===== config.mk =====
export PLATFORM = sky130hd
export DESIGN_NAME = downward_k_out_of_n_check_core
export DESIGN_NICKNAME = d
export VERILOG_FILES = /design/src/hdl/dkon_pkg.sv /design/src/hdl/downward_k_out_of_n_check_core.sv
export SDC_FILE = /design/constraint.sdc
export NUM_CORES = 1
export LEC_CHECK = 0
export ABC_AREA = 0
export BUFFER_PORTS_ARGS = -buffer_cell sky130_fd_sc_hd__buf_2
export CAP_MARGIN = 30
export CELL_PAD_IN_SITES_DETAIL_PLACEMENT = 0
export CELL_PAD_IN_SITES_GLOBAL_PLACEMENT = 2
export CORE_ASPECT_RATIO = 0.6
export CORE_MARGIN = 2
export CORE_UTILIZATION = 54
export CTS_BUF_LIST = sky130_fd_sc_hd__clkbuf_4
export CTS_CLUSTER_DIAMETER = 150
export DETAILED_ROUTE_END_ITERATION = 16
export GPL_TIMING_DRIVEN = 0
export PLACE_DENSITY_LB_ADDON = 0.1
export SYNTH_ARGS = -nofsm -noshare
export SYNTH_HDL_FRONTEND = slang
export SYNTH_SLANG_ARGS = --single-unit

===== constraint.sdc =====
create_clock -name clk_i -period 9.4 [get_ports clk_i]
set_clock_uncertainty 0.05 [all_clocks]
set_input_delay 0.94 -clock clk_i [delete_from_list [all_inputs] [get_ports clk_i]]
set_output_delay 0.94 -clock clk_i [all_outputs]
set_load 0.05 [all_outputs]

===== src/hdl/dkon_pkg.sv =====
// Shared types and constants for the downward k-out-of-n failure check.
// No dependencies; imported by downward_k_out_of_n_check_core.
`default_nettype none
package dkon_pkg;

  localparam int RingDepth = 16;
  localparam int IdxW      = (RingDepth > 1) ? $clog2(RingDepth) : 1;
  localparam int KCntW     = $clog2(RingDepth + 1);

  localparam int SnW       = 32;
  localparam int KThreshW  = 5;
  localparam int WindowW   = 31;
  localparam int CountW    = 5;
  localparam int CfgDataW  = 31;
  localparam int CfgIdxW   = 1;

  // item kinds
  localparam logic [1:0] KindRecord = 2'd0;
  localparam logic [1:0] KindCheck  = 2'd1;
  localparam logic [1:0] KindClear  = 2'd2;

  // configuration register indexes
  localparam logic [CfgIdxW-1:0] CfgKThreshold = 1'd0;
  localparam logic [CfgIdxW-1:0] CfgWindowN    = 1'd1;

  typedef struct packed {
    logic [1:0]     kind;
    logic [SnW-1:0] seq_num;
  } in_item_t;

  typedef struct packed {
    logic              threshold_met;
    logic [CountW-1:0] fresh_count;
  } out_item_t;

endpackage
`default_nettype wire


===== src/hdl/downward_k_out_of_n_check_core.sv =====
// Downward k-out-of-n failure check: ring of failed SNs with a serial window scan.
// Depends on dkon_pkg (types, ring depth, kind and register codes).
//
// Usage:
//   Input channel (in_valid_i/in_ready_o, in_data_i) takes one item per transfer:
//   record stores an SN in the ring at the write index, clear drops every fresh
//   mark, check scans the ring against the current SN. Only a check produces a
//   result on the output channel (out_valid_o/out_ready_i, out_data_o).
//   Record, clear and the unused kind finish in the transfer cycle; the block is
//   ready again on the next cycle.
//   A check scans the first k ring entries, one per cycle, through the shared window
//   comparator (k = effective threshold, 1..16), then loads the output register.
//   The next item is taken the cycle after that load, so the input stays blocked
//   for the whole check.
//   The output register holds a finished result while the receiver stalls; a
//   further check scans meanwhile and then waits for the register to free up.
//   Configuration writes (cfg_we_i, cfg_idx_i, cfg_data_i) take effect at once
//   and are expected only while the block is idle.
//   Reset clears all fresh marks and the write index, sets k to 1 and the
//   window to 16.
`default_nettype none
module downward_k_out_of_n_check_core (
  input  wire logic                         clk_i,
  input  wire logic                         rst_ni,
  input  wire logic                         in_valid_i,
  output logic                              in_ready_o,
  input  wire dkon_pkg::in_item_t           in_data_i,
  output logic                              out_valid_o,
  input  wire logic                         out_ready_i,
  output dkon_pkg::out_item_t               out_data_o,
  input  wire logic                         cfg_we_i,
  input  wire logic [dkon_pkg::CfgIdxW-1:0] cfg_idx_i,
  input  wire logic [dkon_pkg::CfgDataW-1:0] cfg_data_i
);
  import dkon_pkg::*;

  localparam logic [1:0] StIdle = 2'd0;
  localparam logic [1:0] StScan = 2'd1;
  localparam logic [1:0] StDone = 2'd2;

  logic [1:0]          state_q, state_d;
  logic [KThreshW-1:0] k_thresh_q;
  logic [WindowW-1:0]  window_q;
  logic [SnW-1:0]      ring_sn_q [RingDepth];
  logic [RingDepth-1:0] fresh_q;
  logic [IdxW-1:0]     wr_idx_q;
  logic [IdxW-1:0]     scan_idx_q;
  logic [KCntW-1:0]    cnt_q;
  logic [SnW-1:0]      cur_q;
  logic [SnW-1:0]      low_q;
  logic                out_valid_q;
  out_item_t           out_q;

  logic [KCntW-1:0]    eff_k;
  logic                in_fire;
  logic                out_free;
  logic [KCntW-1:0]    rec_pos;
  logic [KCntW-1:0]    rec_next;
  logic [SnW-1:0]      entry_sn;
  logic [SnW-1:0]      diff_low;
  logic [SnW-1:0]      diff_cur;
  logic                in_window;
  logic                scan_last;

  // k saturated to 1..RingDepth
  always_comb begin
    if (k_thresh_q == '0) begin
      eff_k = KCntW'(1);
    end else if (int'(k_thresh_q) > RingDepth) begin
      eff_k = KCntW'(RingDepth);
    end else begin
      eff_k = KCntW'(k_thresh_q);
    end
  end

  assign in_ready_o = (state_q == StIdle);
  assign in_fire    = in_valid_i && in_ready_o;
  assign out_free   = !out_valid_q || out_ready_i;

  // record slot: a stale write index at or past k restarts at entry 0
  assign rec_pos  = (KCntW'(wr_idx_q) < eff_k) ? KCntW'(wr_idx_q) : '0;
  assign rec_next = ((rec_pos + KCntW'(1)) >= eff_k) ? '0 : (rec_pos + KCntW'(1));

  // shared window comparator: (cur - n, cur] in serial arithmetic
  assign entry_sn  = ring_sn_q[scan_idx_q];
  assign diff_low  = low_q - entry_sn;
  assign diff_cur  = entry_sn - cur_q;
  assign in_window = diff_low[SnW-1] && ((entry_sn == cur_q) || diff_cur[SnW-1]);
  assign scan_last = ((KCntW'(scan_idx_q) + KCntW'(1)) == eff_k);

  always_comb begin
    state_d = state_q;
    unique case (state_q)
      StIdle: begin
        if (in_fire && (in_data_i.kind == KindCheck)) begin
          state_d = StScan;
        end
      end
      StScan: begin
        if (scan_last) begin
          state_d = StDone;
        end
      end
      StDone: begin
        if (out_free) begin
          state_d = StIdle;
        end
      end
      default: state_d = StIdle;
    endcase
  end

  always_ff @(posedge clk_i or negedge rst_ni) begin
    if (!rst_ni) begin
      state_q     <= StIdle;
      k_thresh_q  <= KThreshW'(1);
      window_q    <= WindowW'(16);
      fresh_q     <= '0;
      wr_idx_q    <= '0;
      scan_idx_q  <= '0;
      cnt_q       <= '0;
      out_valid_q <= 1'b0;
    end else begin
      state_q <= state_d;

      if (cfg_we_i) begin
        unique case (cfg_idx_i)
          CfgKThreshold: k_thresh_q <= cfg_data_i[KThreshW-1:0];
          CfgWindowN:    window_q   <= cfg_data_i[WindowW-1:0];
          default: ;
        endcase
      end

      if (in_fire) begin
        case (in_data_i.kind)
          KindRecord: begin
            fresh_q[rec_pos[IdxW-1:0]] <= 1'b1;
            wr_idx_q                   <= rec_next[IdxW-1:0];
          end
          KindCheck: begin
            scan_idx_q <= '0;
            cnt_q      <= '0;
          end
          KindClear: fresh_q <= '0;
          default: ;
        endcase
      end

      if (state_q == StScan) begin
        if (fresh_q[scan_idx_q]) begin
          if (in_window) begin
            cnt_q <= cnt_q + KCntW'(1);
          end else begin
            fresh_q[scan_idx_q] <= 1'b0;
          end
        end
        scan_idx_q <= scan_idx_q + IdxW'(1);
      end

      if (state_q == StDone && out_free) begin
        out_valid_q <= 1'b1;
      end else if (out_ready_i) begin
        out_valid_q <= 1'b0;
      end
    end
  end

  // payload registers
  always_ff @(posedge clk_i) begin
    if (in_fire && (in_data_i.kind == KindRecord)) begin
      ring_sn_q[rec_pos[IdxW-1:0]] <= in_data_i.seq_num;
    end
    if (in_fire && (in_data_i.kind == KindCheck)) begin
      cur_q <= in_data_i.seq_num;
      low_q <= in_data_i.seq_num - SnW'(window_q);
    end
    if (state_q == StDone && out_free) begin
      out_q.threshold_met <= (cnt_q >= eff_k);
      out_q.fresh_count   <= CountW'(cnt_q);
    end
  end

  assign out_valid_o = out_valid_q;
  assign out_data_o  = out_q;

  a_check_starts_scan: assert property (@(posedge clk_i) disable iff (!rst_ni)
    in_fire && (in_data_i.kind == KindCheck) |=> state_q == StScan)
    else $error("check transfer did not start a scan");

  a_other_stays_idle: assert property (@(posedge clk_i) disable iff (!rst_ni)
    in_fire && (in_data_i.kind != KindCheck) |=> state_q == StIdle)
    else $error("record or clear left idle");

  a_count_bounded: assert property (@(posedge clk_i) disable iff (!rst_ni)
    state_q == StScan |-> KCntW'(cnt_q) <= KCntW'(scan_idx_q))
    else $error("fresh count ran ahead of scan");

  a_result_from_done: assert property (@(posedge clk_i) disable iff (!rst_ni)
    $rose(out_valid_q) |-> $past(state_q == StDone))
    else $error("result raised outside done state");

  a_scan_in_range: assert property (@(posedge clk_i) disable iff (!rst_ni)
    state_q == StScan |-> KCntW'(scan_idx_q) < eff_k)
    else $error("scan index past k");

endmodule
`default_nettype wire


# After elaboration in Yosys (flattened, before gate mapping)

Memory sizes are Yosys's and may differ from the RTL's.
Index checks and enable logic that the tools add are counted.

Flip-flop bits (word level): 138
Bits in writable memories: 512
Word-level logic and storage cells: 93
Memories kept: 1

$add $sub $neg: 7
Order comparisons: 8
Equal/unequal tests: 9
Muxes and demuxes: 31
Bitwise gates (word level): 4
Reductions and logical operators: 21

Memory list:

| name      | words | bits a word | rd ports | clocked after memory_dff | wr ports | RTL line                             | RTL |
|---|---|---|---|---|---|---|---|
| ring_sn_q | 16    | 32          | 1        | 0                        | 1        | downward_k_out_of_n_check_core.sv:44 | `logic [SnW-1:0] ring_sn_q [RingDepth];` |

Operator list:

| kind                                                                   | count |
|---|---|
| 16-bit two-way mux                                                     | 4 |
| 32-bit subtractor                                                      | 2 |
| 5-bit two-way mux                                                      | 7 |
| 32-bit == test                                                         | 1 |
| 16-bit one-hot mux with 2 select lines                                 | 1 |
| 32-bit by 31-bit subtractor with 32-bit output                         | 1 |
| 4-bit two-way mux                                                      | 5 |
| 16-bit bitwise AND                                                     | 1 |
| 16-bit NOT                                                             | 1 |
| 16-bit bitwise OR                                                      | 1 |
| 4-bit by 1-bit adder with 5-bit output (second input constant)         | 2 |
| 5-bit >= comparator                                                    | 2 |
| 4-bit by 5-bit < comparator with 1-bit output (second input constant)  | 2 |
| 1-bit demux with 4-bit select                                          | 2 |
| 4-bit by 1-bit >= comparator with 1-bit output (second input constant) | 2 |
| 2-bit AND reduction                                                    | 4 |
| 1-bit logical AND                                                      | 7 |
| 1-bit two-way mux                                                      | 7 |
| 2-bit two-way mux                                                      | 3 |
| 2-bit one-hot mux with 3 select lines                                  | 1 |
| 2-bit nonzero test                                                     | 3 |
| 5-bit by 1-bit adder with 5-bit output (second input constant)         | 1 |
| 5-bit == test                                                          | 1 |
| 5-bit > comparator (second input constant)                             | 1 |
| 13 further kinds                                                       | 18 |

# Depth between registers and ports, before layout

Gate-level depths: netlist of run 1.

Depth in word-level cells: 16
Gate-level depth with buffers: 20
Gate-level depth less buffers: 20

# Least setup slack after synthesis of run 1

OpenSTA, ideal clock, no wires.

Kind: flip-flop to flip-flop
Start: reg k_thresh_q[4]
End: mem ring_sn_q[7][0], enable pin
Arrival: 4.619 ns
Data required time: 8.887 ns
Path slack: 4.268 ns
Cell stages (with the launch flop): 13
Path buffers: 0
Clock period less this slack: 5.132 ns
Cells stage by stage: dfrtp_1 clkinv_1 nand2_1 ha_1 o31a_1 o21a_1 o21a_1 o21ai_0 nand2_1 inv_1 ha_1 nand2_1 nor3_1

Cells in the longest elaborated chain, start to end: 5

RTL lines:

| item                                              | RTL line                              | RTL |
|---|---|---|
| start: declaration                                | downward_k_out_of_n_check_core.sv:42  | `logic [KThreshW-1:0] k_thresh_q;` |
| start signal: assignment                          | downward_k_out_of_n_check_core.sv:116 | `k_thresh_q <= KThreshW'(1);` |
| start signal: assignment                          | downward_k_out_of_n_check_core.sv:128 | `CfgKThreshold: k_thresh_q <= cfg_data_i[KThreshW-1:0];` |
| 5-bit > comparator                                | downward_k_out_of_n_check_core.sv:69  | `end else if (int'(k_thresh_q) > RingDepth) begin` |
| 5-bit two-way mux                                 | downward_k_out_of_n_check_core.sv:69  |  |
| 5-bit two-way mux (*)                             | downward_k_out_of_n_check_core.sv:67  | `if (k_thresh_q == '0) begin` |
| 4-bit by 5-bit < comparator with 1-bit output (*) | downward_k_out_of_n_check_core.sv:81  | `assign rec_pos = (KCntW'(wr_idx_q) < eff_k) ? KCntW'(wr_idx_q) : '0;` |
| 4-bit two-way mux (*)                             | downward_k_out_of_n_check_core.sv:81  |  |
| end: declaration                                  | downward_k_out_of_n_check_core.sv:44  |  |

Every way passes the cells marked *; elsewhere a longest branch is shown, timed or not.

# Worst setup path after layout of run 1

Start: reg scan_idx_q[1]
End: reg fresh_q[3]

Cells in the longest elaborated chain, start to end: 9

RTL lines:

| item                                                                            | RTL line                              | RTL |
|---|---|---|
| start: declaration                                                              | downward_k_out_of_n_check_core.sv:47  | `logic [IdxW-1:0] scan_idx_q;` |
| start signal: assignment                                                        | downward_k_out_of_n_check_core.sv:157 | `scan_idx_q <= scan_idx_q + IdxW'(1);` |
| parallel branches: the longest is 7 deep, another holds memory read 16 x 32 bit | --                                    |  |
| 16-bit two-way mux (*)                                                          | downward_k_out_of_n_check_core.sv:150 | `if (fresh_q[scan_idx_q]) begin` |
| 16-bit two-way mux (*)                                                          | downward_k_out_of_n_check_core.sv:149 | `if (state_q == StScan) begin` |
| end signal: indexed assignment                                                  | downward_k_out_of_n_check_core.sv:137 | `fresh_q[rec_pos[IdxW-1:0]] <= 1'b1;` |
| end signal: assignment                                                          | downward_k_out_of_n_check_core.sv:144 | `KindClear: fresh_q <= '0;` |
| end signal: indexed assignment                                                  | downward_k_out_of_n_check_core.sv:154 | `fresh_q[scan_idx_q] <= 1'b0;` |
| end: declaration                                                                | downward_k_out_of_n_check_core.sv:45  | `logic [RingDepth-1:0] fresh_q;` |

Every way passes the cells marked *. The select of a mux whose other input is x is not followed.
A chain may end at the register's enable or synchronous reset.

==> metrics, run 1 <==
status=completed; kind of critical path=flop to flop; Layout Nets=2,024; Setup crit start=scan_idx_q[1]$_DFFE_PN0P_; setup violators final=0; drt initial violations=1,722; Reg2Reg Launch Point=scan_idx_q[1]$_DFFE_PN0P_; Critical Path, Cell by Cell=buf_6 -> buf_2 -> clkbuf_1 -> clkbuf_1 -> mux4_2 -> mux4_2 -> ha_1 -> nand4_1 -> nor4_1 -> nand3_1 -> o311ai_0 -> a21oi_1 -> mux2_2 -> nand2_4 -> nand3_2 -> o221a_1; Slew HR=27.98%; fillers=3,818; DR pass1 iterations=5; Pwr Density=263.0 mW/mm^2; Clock transition at path regs=0.07 ns; final hold viol count=0; antenna-violating nets left=0; CP required=10.11 ns; Die Y=180.3 um; Max-cap violations=0; Die Area=0.05371 sq mm; clock sink count=650; post-synthesis cell type count=65; Post-DP Area=0.03004 sq mm; DRC viols=0; CTS tree=built; Pwr Total=0.008442 W; share of cells above drive strength 1=31.28%; worst slew pin tran=1.066 ns; Worst setup SP type=flop; cts repair resizes=0; row cnt=64; Worst Hold Class=input port to flop; final setup TNS=0 ns; Cell Area, Synth=0.02798 sq mm; gr usage total=27.16%; sequential area share after synthesis=68.55%; CTS Buf Count=153; DP HPWL=47.15 mm; Critical Path Fanout Max=10; Final Instance Area=0.03210 sq mm; Max Root-Sink Buffers=3; sequential cell area=0.01918 sq mm; via/cell ratio=5.930; hold_ws=0.2342 ns; Area growth syn-to-layout=14.71%; Async SR Flop Fraction=10.46%; area of the multi-input gates=0.008252 sq mm; htree depth=4; Clock Root Buffer=clkbuf_4; GRT overflow=0; Seq cells post-synth=650; RSZ-0062 raised after global routing=no; vias in the first global route=15,710; Worst path slowest cell=nor4_1; fmax=0.1487 GHz; final WL=70.98 mm; CP endpoint kind=flop; Yosys warning count=0; initial core utilization=54.77%; DR vias=15,760; Synthesized Nets=1,742; number of I/O pins=79; min-delay src=cfg_data_i[4]; first-pass GRT wire length=104.0 mm; largest stage delay on the critical path=0.90 ns; Placer Congestion=0.7842; die width=297.9 um; Post-synth top flop=edfxtp_1; wire per inst=26.71 um; Mapped Cells=1,556; Lkg Pwr=11.56 nW; Port Buffer Count=78; Final period util=71.56%; Critical Path AT=7.44 ns; total core area=0.05109 sq mm; EDFF count, synth=582; clk_lat worst skew=0.89 ns; initial antenna violation count=1; Tmin final=6.726 ns; Slew Limit Fails=0; post-synthesis area per instance=17.98 sq um; VDD IR-drop max=0.1527 mV; largest net degree at the start of global routing=56
-- per-layer routing --
metal  vias to the layer above  wire [um]  global-route usage [%]
li1                       6845          -                       -
met1                      8082      32110                   42.13
met2                       753      31100                   38.00
met3                        76       6816                   8.162
met4                         0        953                   6.312
met5                         -          0                       0
-- cell usage in the layout, fill, tap and decap left out, types with 37 or more instances in the layout --
cell	instances
inv_1	119
buf_2	88
nand2_1	47
mux2_2	37
clkbuf_4	241
ha_1	114
edfxtp_1	582
mux4_2	163
a21oi_1	54
dfrtp_1	66
-- cell type report --
type | instances | share of cell area, %
clock buffer | 241 | 5.637
clock inverter | 39 | 0.6549
multi-input combinational | 736 | 25.71
antenna | 1 | 0.007796
inverter | 121 | 1.423
sequential | 650 | 59.76
timing repair buffer | 127 | 3.473
buffer | 49 | 0.6354
tap | 693 | 2.701
-- report_power, final --
group          switching, W  internal (W)  leakage [nW]
clock network       0.00114       0.00122          1.20
logic               0.00153       0.00123          4.26
registers         0.0000550       0.00327          6.09
-- critical path: cells and delay by family (launching register included) --
kind	cells	cell delay, ns
buffers and inverters	4	1.76
AO/OA/AOI/OAI	3	0.88
adder cells (fa/ha/maj)	1	0.33
flip-flops	1	0.40
multiplexers	3	1.37
AND/OR/NAND/NOR	5	1.80
-- worst paths after layout --
| path | end | slack (ns) | depth (start not counted) |
|---|---|---|---|
| worst min register to register | window_q[26]$_DFFE_PN0P_ | 0.46 | 1 |
| worst min-delay path | k_thresh_q[4]$_DFFE_PN0P_ | 0.23 | 3 |
| worst max-delay path | fresh_q[3]$_DFF_PN0_ | 2.67 | 16 |
| worst max register to register | fresh_q[3]$_DFF_PN0_ | 2.67 | 16 |
| max in group asynchronous | window_q[12]$_DFFE_PN0P_ | 8.23 | 3 |
| min in group asynchronous | window_q[2]$_DFFE_PN0P_ | 0.40 | 2 |
-- sequential cells by signal (all words and copies together), names as in the netlist --
name,flops
scan_idx_q,4
cur_q,32
cnt_q,5
out_valid_o,1
state_q,2
fresh_q,16
k_thresh_q,5
wr_idx_q,4
low_q,32
window_q,31
out_data_o,6
ring_sn_q,512
-- logic make-up after synthesis --
group / count (synthesis) / share of synthesized area, %
muxes: 203 / 14.77
xor gates and xnor gates: 38 / 1.216
AOI/OAI and AO/OA: 176 / 4.163
and+or+nand+nor: 204 / 3.774
adders and majority gates: 115 / 5.169
buffers and inverters: 170 / 2.352
DFF: 650 / 68.55
-- synthesized netlist by cell type (3+ instances only) --
| master | n | area (sq um) |
|---|---|---|
| ha_1 | 114 | 1426 |
| mux2_2 | 37 | 416.7 |
| a31oi_1 | 4 | 25.02 |
| o21ai_0 | 28 | 140.1 |
| and2_1 | 14 | 87.58 |
| edfxtp_1 | 582 | 17480 |
| nand2b_1 | 13 | 81.33 |
| o31ai_1 | 4 | 30.03 |
| nand2_1 | 47 | 176.4 |
| mux4_2 | 163 | 3671 |
| o31a_1 | 3 | 26.28 |
| nor3b_1 | 4 | 30.03 |
| a21o_1 | 15 | 112.6 |
| buf_2 | 10 | 50.05 |
| o22a_1 | 6 | 52.55 |
| o21bai_1 | 5 | 37.54 |
| buf_1 | 11 | 41.29 |
| dfrtp_1 | 66 | 1652 |
| xor2_1 | 13 | 113.9 |
| nor2b_1 | 11 | 68.82 |
| clkbuf_1 | 27 | 101.4 |
| a22o_1 | 3 | 26.28 |
| o211ai_1 | 4 | 30.03 |
| nor2_1 | 39 | 146.4 |
| a211oi_1 | 8 | 60.06 |
| xnor2_1 | 24 | 210.2 |
| or2_2 | 3 | 18.77 |
| nor4_1 | 4 | 25.02 |
| and3_1 | 5 | 31.28 |
| nand4_1 | 20 | 125.1 |
| o21a_1 | 20 | 150.1 |
| inv_1 | 120 | 450.4 |
| nand3_1 | 21 | 105.1 |
| a21oi_1 | 54 | 270.3 |
| nor3_1 | 14 | 70.07 |
-- timing repair --
action,in CTS,in global routing
hold endpoints to repair,11,0
hold buffers,1,0
setup buffers,0,0
-- metrics by stage --
| step | utilization (%) | instances | setup slack, ns |
|---|---|---|---|
| 2_1_floorplan | - | 1556 | 4.268 |
| 3_3_place_gp | 57.23 | 2327 | -0.1810 |
| 3_5_place_dp | 58.80 | 2373 | 2.758 |
| 4_1_cts | 62.77 | 2654 | 2.657 |
| 5_1_grt | 62.83 | 2657 | 2.338 |
| 6_report | 62.83 | 2657 | 2.674 |
(Power assumes the default switching activity.)
==> inputs of run 2 (changes only) <==
- ABC_AREA: 0 -> 1
- CORE_UTILIZATION: 54 -> 40
- clock period: 9.4 -> 5.4 ns (I/O delays scaled with it)
==> run 2 against run 1 <==
Largest cell class unchanged. Power grew 100%. Cell area grew 5.3%. Flip-flop and latch count unchanged. Clock power is 86% higher. Largest power group is now combinational logic.
==> metrics, run 2 <==
status=completed; final worst slack=0.2625 ns; CP endpoint kind=flop; Slew Limit Fails=0; Max-cap violations=0; Placed Cells=3,539; EDFF count, synth=582; htree depth=4; drt initial violations=2,549; Mapped Cells=2,514; Worst R2R Path Depth=22; Die Area=0.07391 sq mm; CTS Buf Count=160; most common cell after layout, fill and taps aside=edfxtp_1; share of the synthesized area in the top cell type=60.95%; initial core utilization=40.74%; Max Root-Sink Buffers=3; final setup TNS=0 ns; Placer Congestion=0.8857; final WL=97.85 mm; commonest cells after routing, fill and taps aside=582 x edfxtp_1, 334 x nor2_1, 325 x nand2_1; max FFs per register=512; Pwr Total=0.01714 W; number of I/O pins=79; RSZ-0062 raised after global routing=no; Hold Path Stages=4; fmax=0.1946 GHz; DRC viols=0; Critical Path Fanout Max=10; wire per inst=25.06 um; GRT overflow=0; kind of critical path=flop to flop; CP required=6.26 ns; Tmin final=5.138 ns; largest net degree at the start of global routing=48; vias in the first global route=20,220; post-synthesis cell type count=51; antenna-violating nets left=0; row cnt=75; share of cells above drive strength 1=14.84%; clk_lat worst skew=1.04 ns; fin cells=3,904; Clock Root Buffer=clkbuf_4; Worst Hold Class=input port to flop; Synthesized Nets=2,700; Area growth syn-to-layout=17.89%; sequential area share after synthesis=66.89%; Seq cells post-synth=650; cell taking the most area after synthesis=edfxtp_1; post-synthesis area per instance=11.41 sq um; final hold viol count=0; VDD IR-drop max=0.2488 mV; top cells by area, synth=edfxtp_1 61%, dfrtp_1 5.8%, ha_1 5.0%; clock sink count=650; most frequent cell after synthesis=edfxtp_1; DP HPWL=67.60 mm; worst slew pin tran=1.042 ns; Post-synth top flop=edfxtp_1; total core area=0.07038 sq mm; setup violators final=0; Slew HR=30.57%; Clock transition at path regs=0.07 ns; Yosys warning count=0; Critical Path AT=6.00 ns; pre-CTS setup slack=-1.047 ns; DR vias=21,340; die width=349.7 um; via/cell ratio=5.465; gr usage total=26.74%; Die Y=211.4 um; Lkg Pwr=12.97 nW; first-pass GRT wire length=139.3 mm; Pwr Density=507.2 mW/mm^2; Async SR Flop Fraction=10.46%; CTS tree=built; Port Buffer Count=78; Layout Nets=3,037; DR pass1 iterations=7; Cell Area, Synth=0.02867 sq mm; Worst setup SP type=flop; initial antenna violation count=2; Final period util=95.14%; top cells by count, synth=582 x edfxtp_1, 350 x nor2_1, 325 x nand2_1, 282 x o21ai_0, 221 x inv_1; final core utilization=48.03%
## run 2: cell families after synthesis
| family | count (synthesis) | synth area share (%) |
|---|---|---|
| AOI/OAI and AO/OA | 592 | 11.34 |
| xor gates and xnor gates | 40 | 1.222 |
| adders and majority gates | 115 | 5.044 |
| buffers and inverters | 338 | 4.516 |
| DFF | 650 | 66.89 |
| and+or+nand+nor | 779 | 10.98 |
## run 2: repair_timing
item | CTS | global route
hold buffers | 75 | 0
setup buffers | 1 | 0
gates resized for setup | 23 | 26
pin swaps | 1 | 0
setup endpoints to repair | 21 | 18
hold endpoints to repair | 664 | 0
## run 2: stage by stage
| step | hold WS, ns | instance area (sq um) |
|---|---|---|
| after global routing | 0.2284 | 33790 |
| after CTS | 0.1583 | 33750 |
| after floorplan | 0.1944 | 28670 |
| after detailed placement | 0.4337 | 30820 |
| final | 0.2593 | 33800 |
| after global placement | 0.4146 | 30220 |
## run 2: worst max-delay path: stages (launching register included)
cell,delay (ns)
dfrtp_1,0.51
buf_2,0.31
clkbuf_2,0.31
buf_6,0.20
clkbuf_2,0.31
clkbuf_2,0.43
nor2_1,0.10
o22ai_1,0.26
nand2_1,0.10
nand4_1,0.20
inv_1,0.06
ha_1,0.29
nand2_1,0.07
nor3_1,0.44
and3_1,0.37
nand2_1,0.17
nand2_1,0.11
nand2_1,0.11
nand3_4,0.14
buf_6,0.17
nand3_1,0.15
nand2_1,0.10
inv_1,0.04
## run 2: path summary, 6_finish.rpt
path | startpoint | end | slack (ns)
worst max-delay path | scan_idx_q[0]$_DFFE_PN0P_ | fresh_q[14]$_DFF_PN0_ | 0.26
worst min-delay path | cfg_data_i[7] | window_q[7]$_DFFE_PN0P_ | 0.26
worst max register to register | scan_idx_q[0]$_DFFE_PN0P_ | fresh_q[14]$_DFF_PN0_ | 0.26
worst min register to register | cnt_q[4]$_DFF_PN0_ | out_data_o[4]$_DFFE_PP_ | 0.44
max in group asynchronous | rst_ni | window_q[16]$_DFFE_PN0P_ | 4.42
min in group asynchronous | rst_ni | window_q[9]$_DFFE_PN0P_ | 0.55
## run 2: report_power, final
part	total [W]	leakage (nW)	switching (W)	internal, W
Sequential	0.00584	6.07	0.000100	0.00574
Combinational	0.00693	5.63	0.00495	0.00198
Clock	0.00438	1.26	0.00209	0.00228
Total	0.0171	13.0	0.00714	0.0100
## run 2: layout make-up
type                       count  area, sq um
tap                          924         1156
antenna                        8        20.02
timing repair buffer         178         1647
fill                        6543        36580
sequential                   650        19180
inverter                     229        862.1
multi-input combinational   1526         8337
clock buffer                 242         1817
clock inverter                41        315.3
buffer                       106        467.9
## run 2: layer usage
layer,wire (um),vias up,global-route usage (%)
met3,9073,126,6.862
met1,48400,10560,42.09
met5,61,-,0
li1,-,9715,-
met2,38810,930,35.99
met4,1508,2,7.075
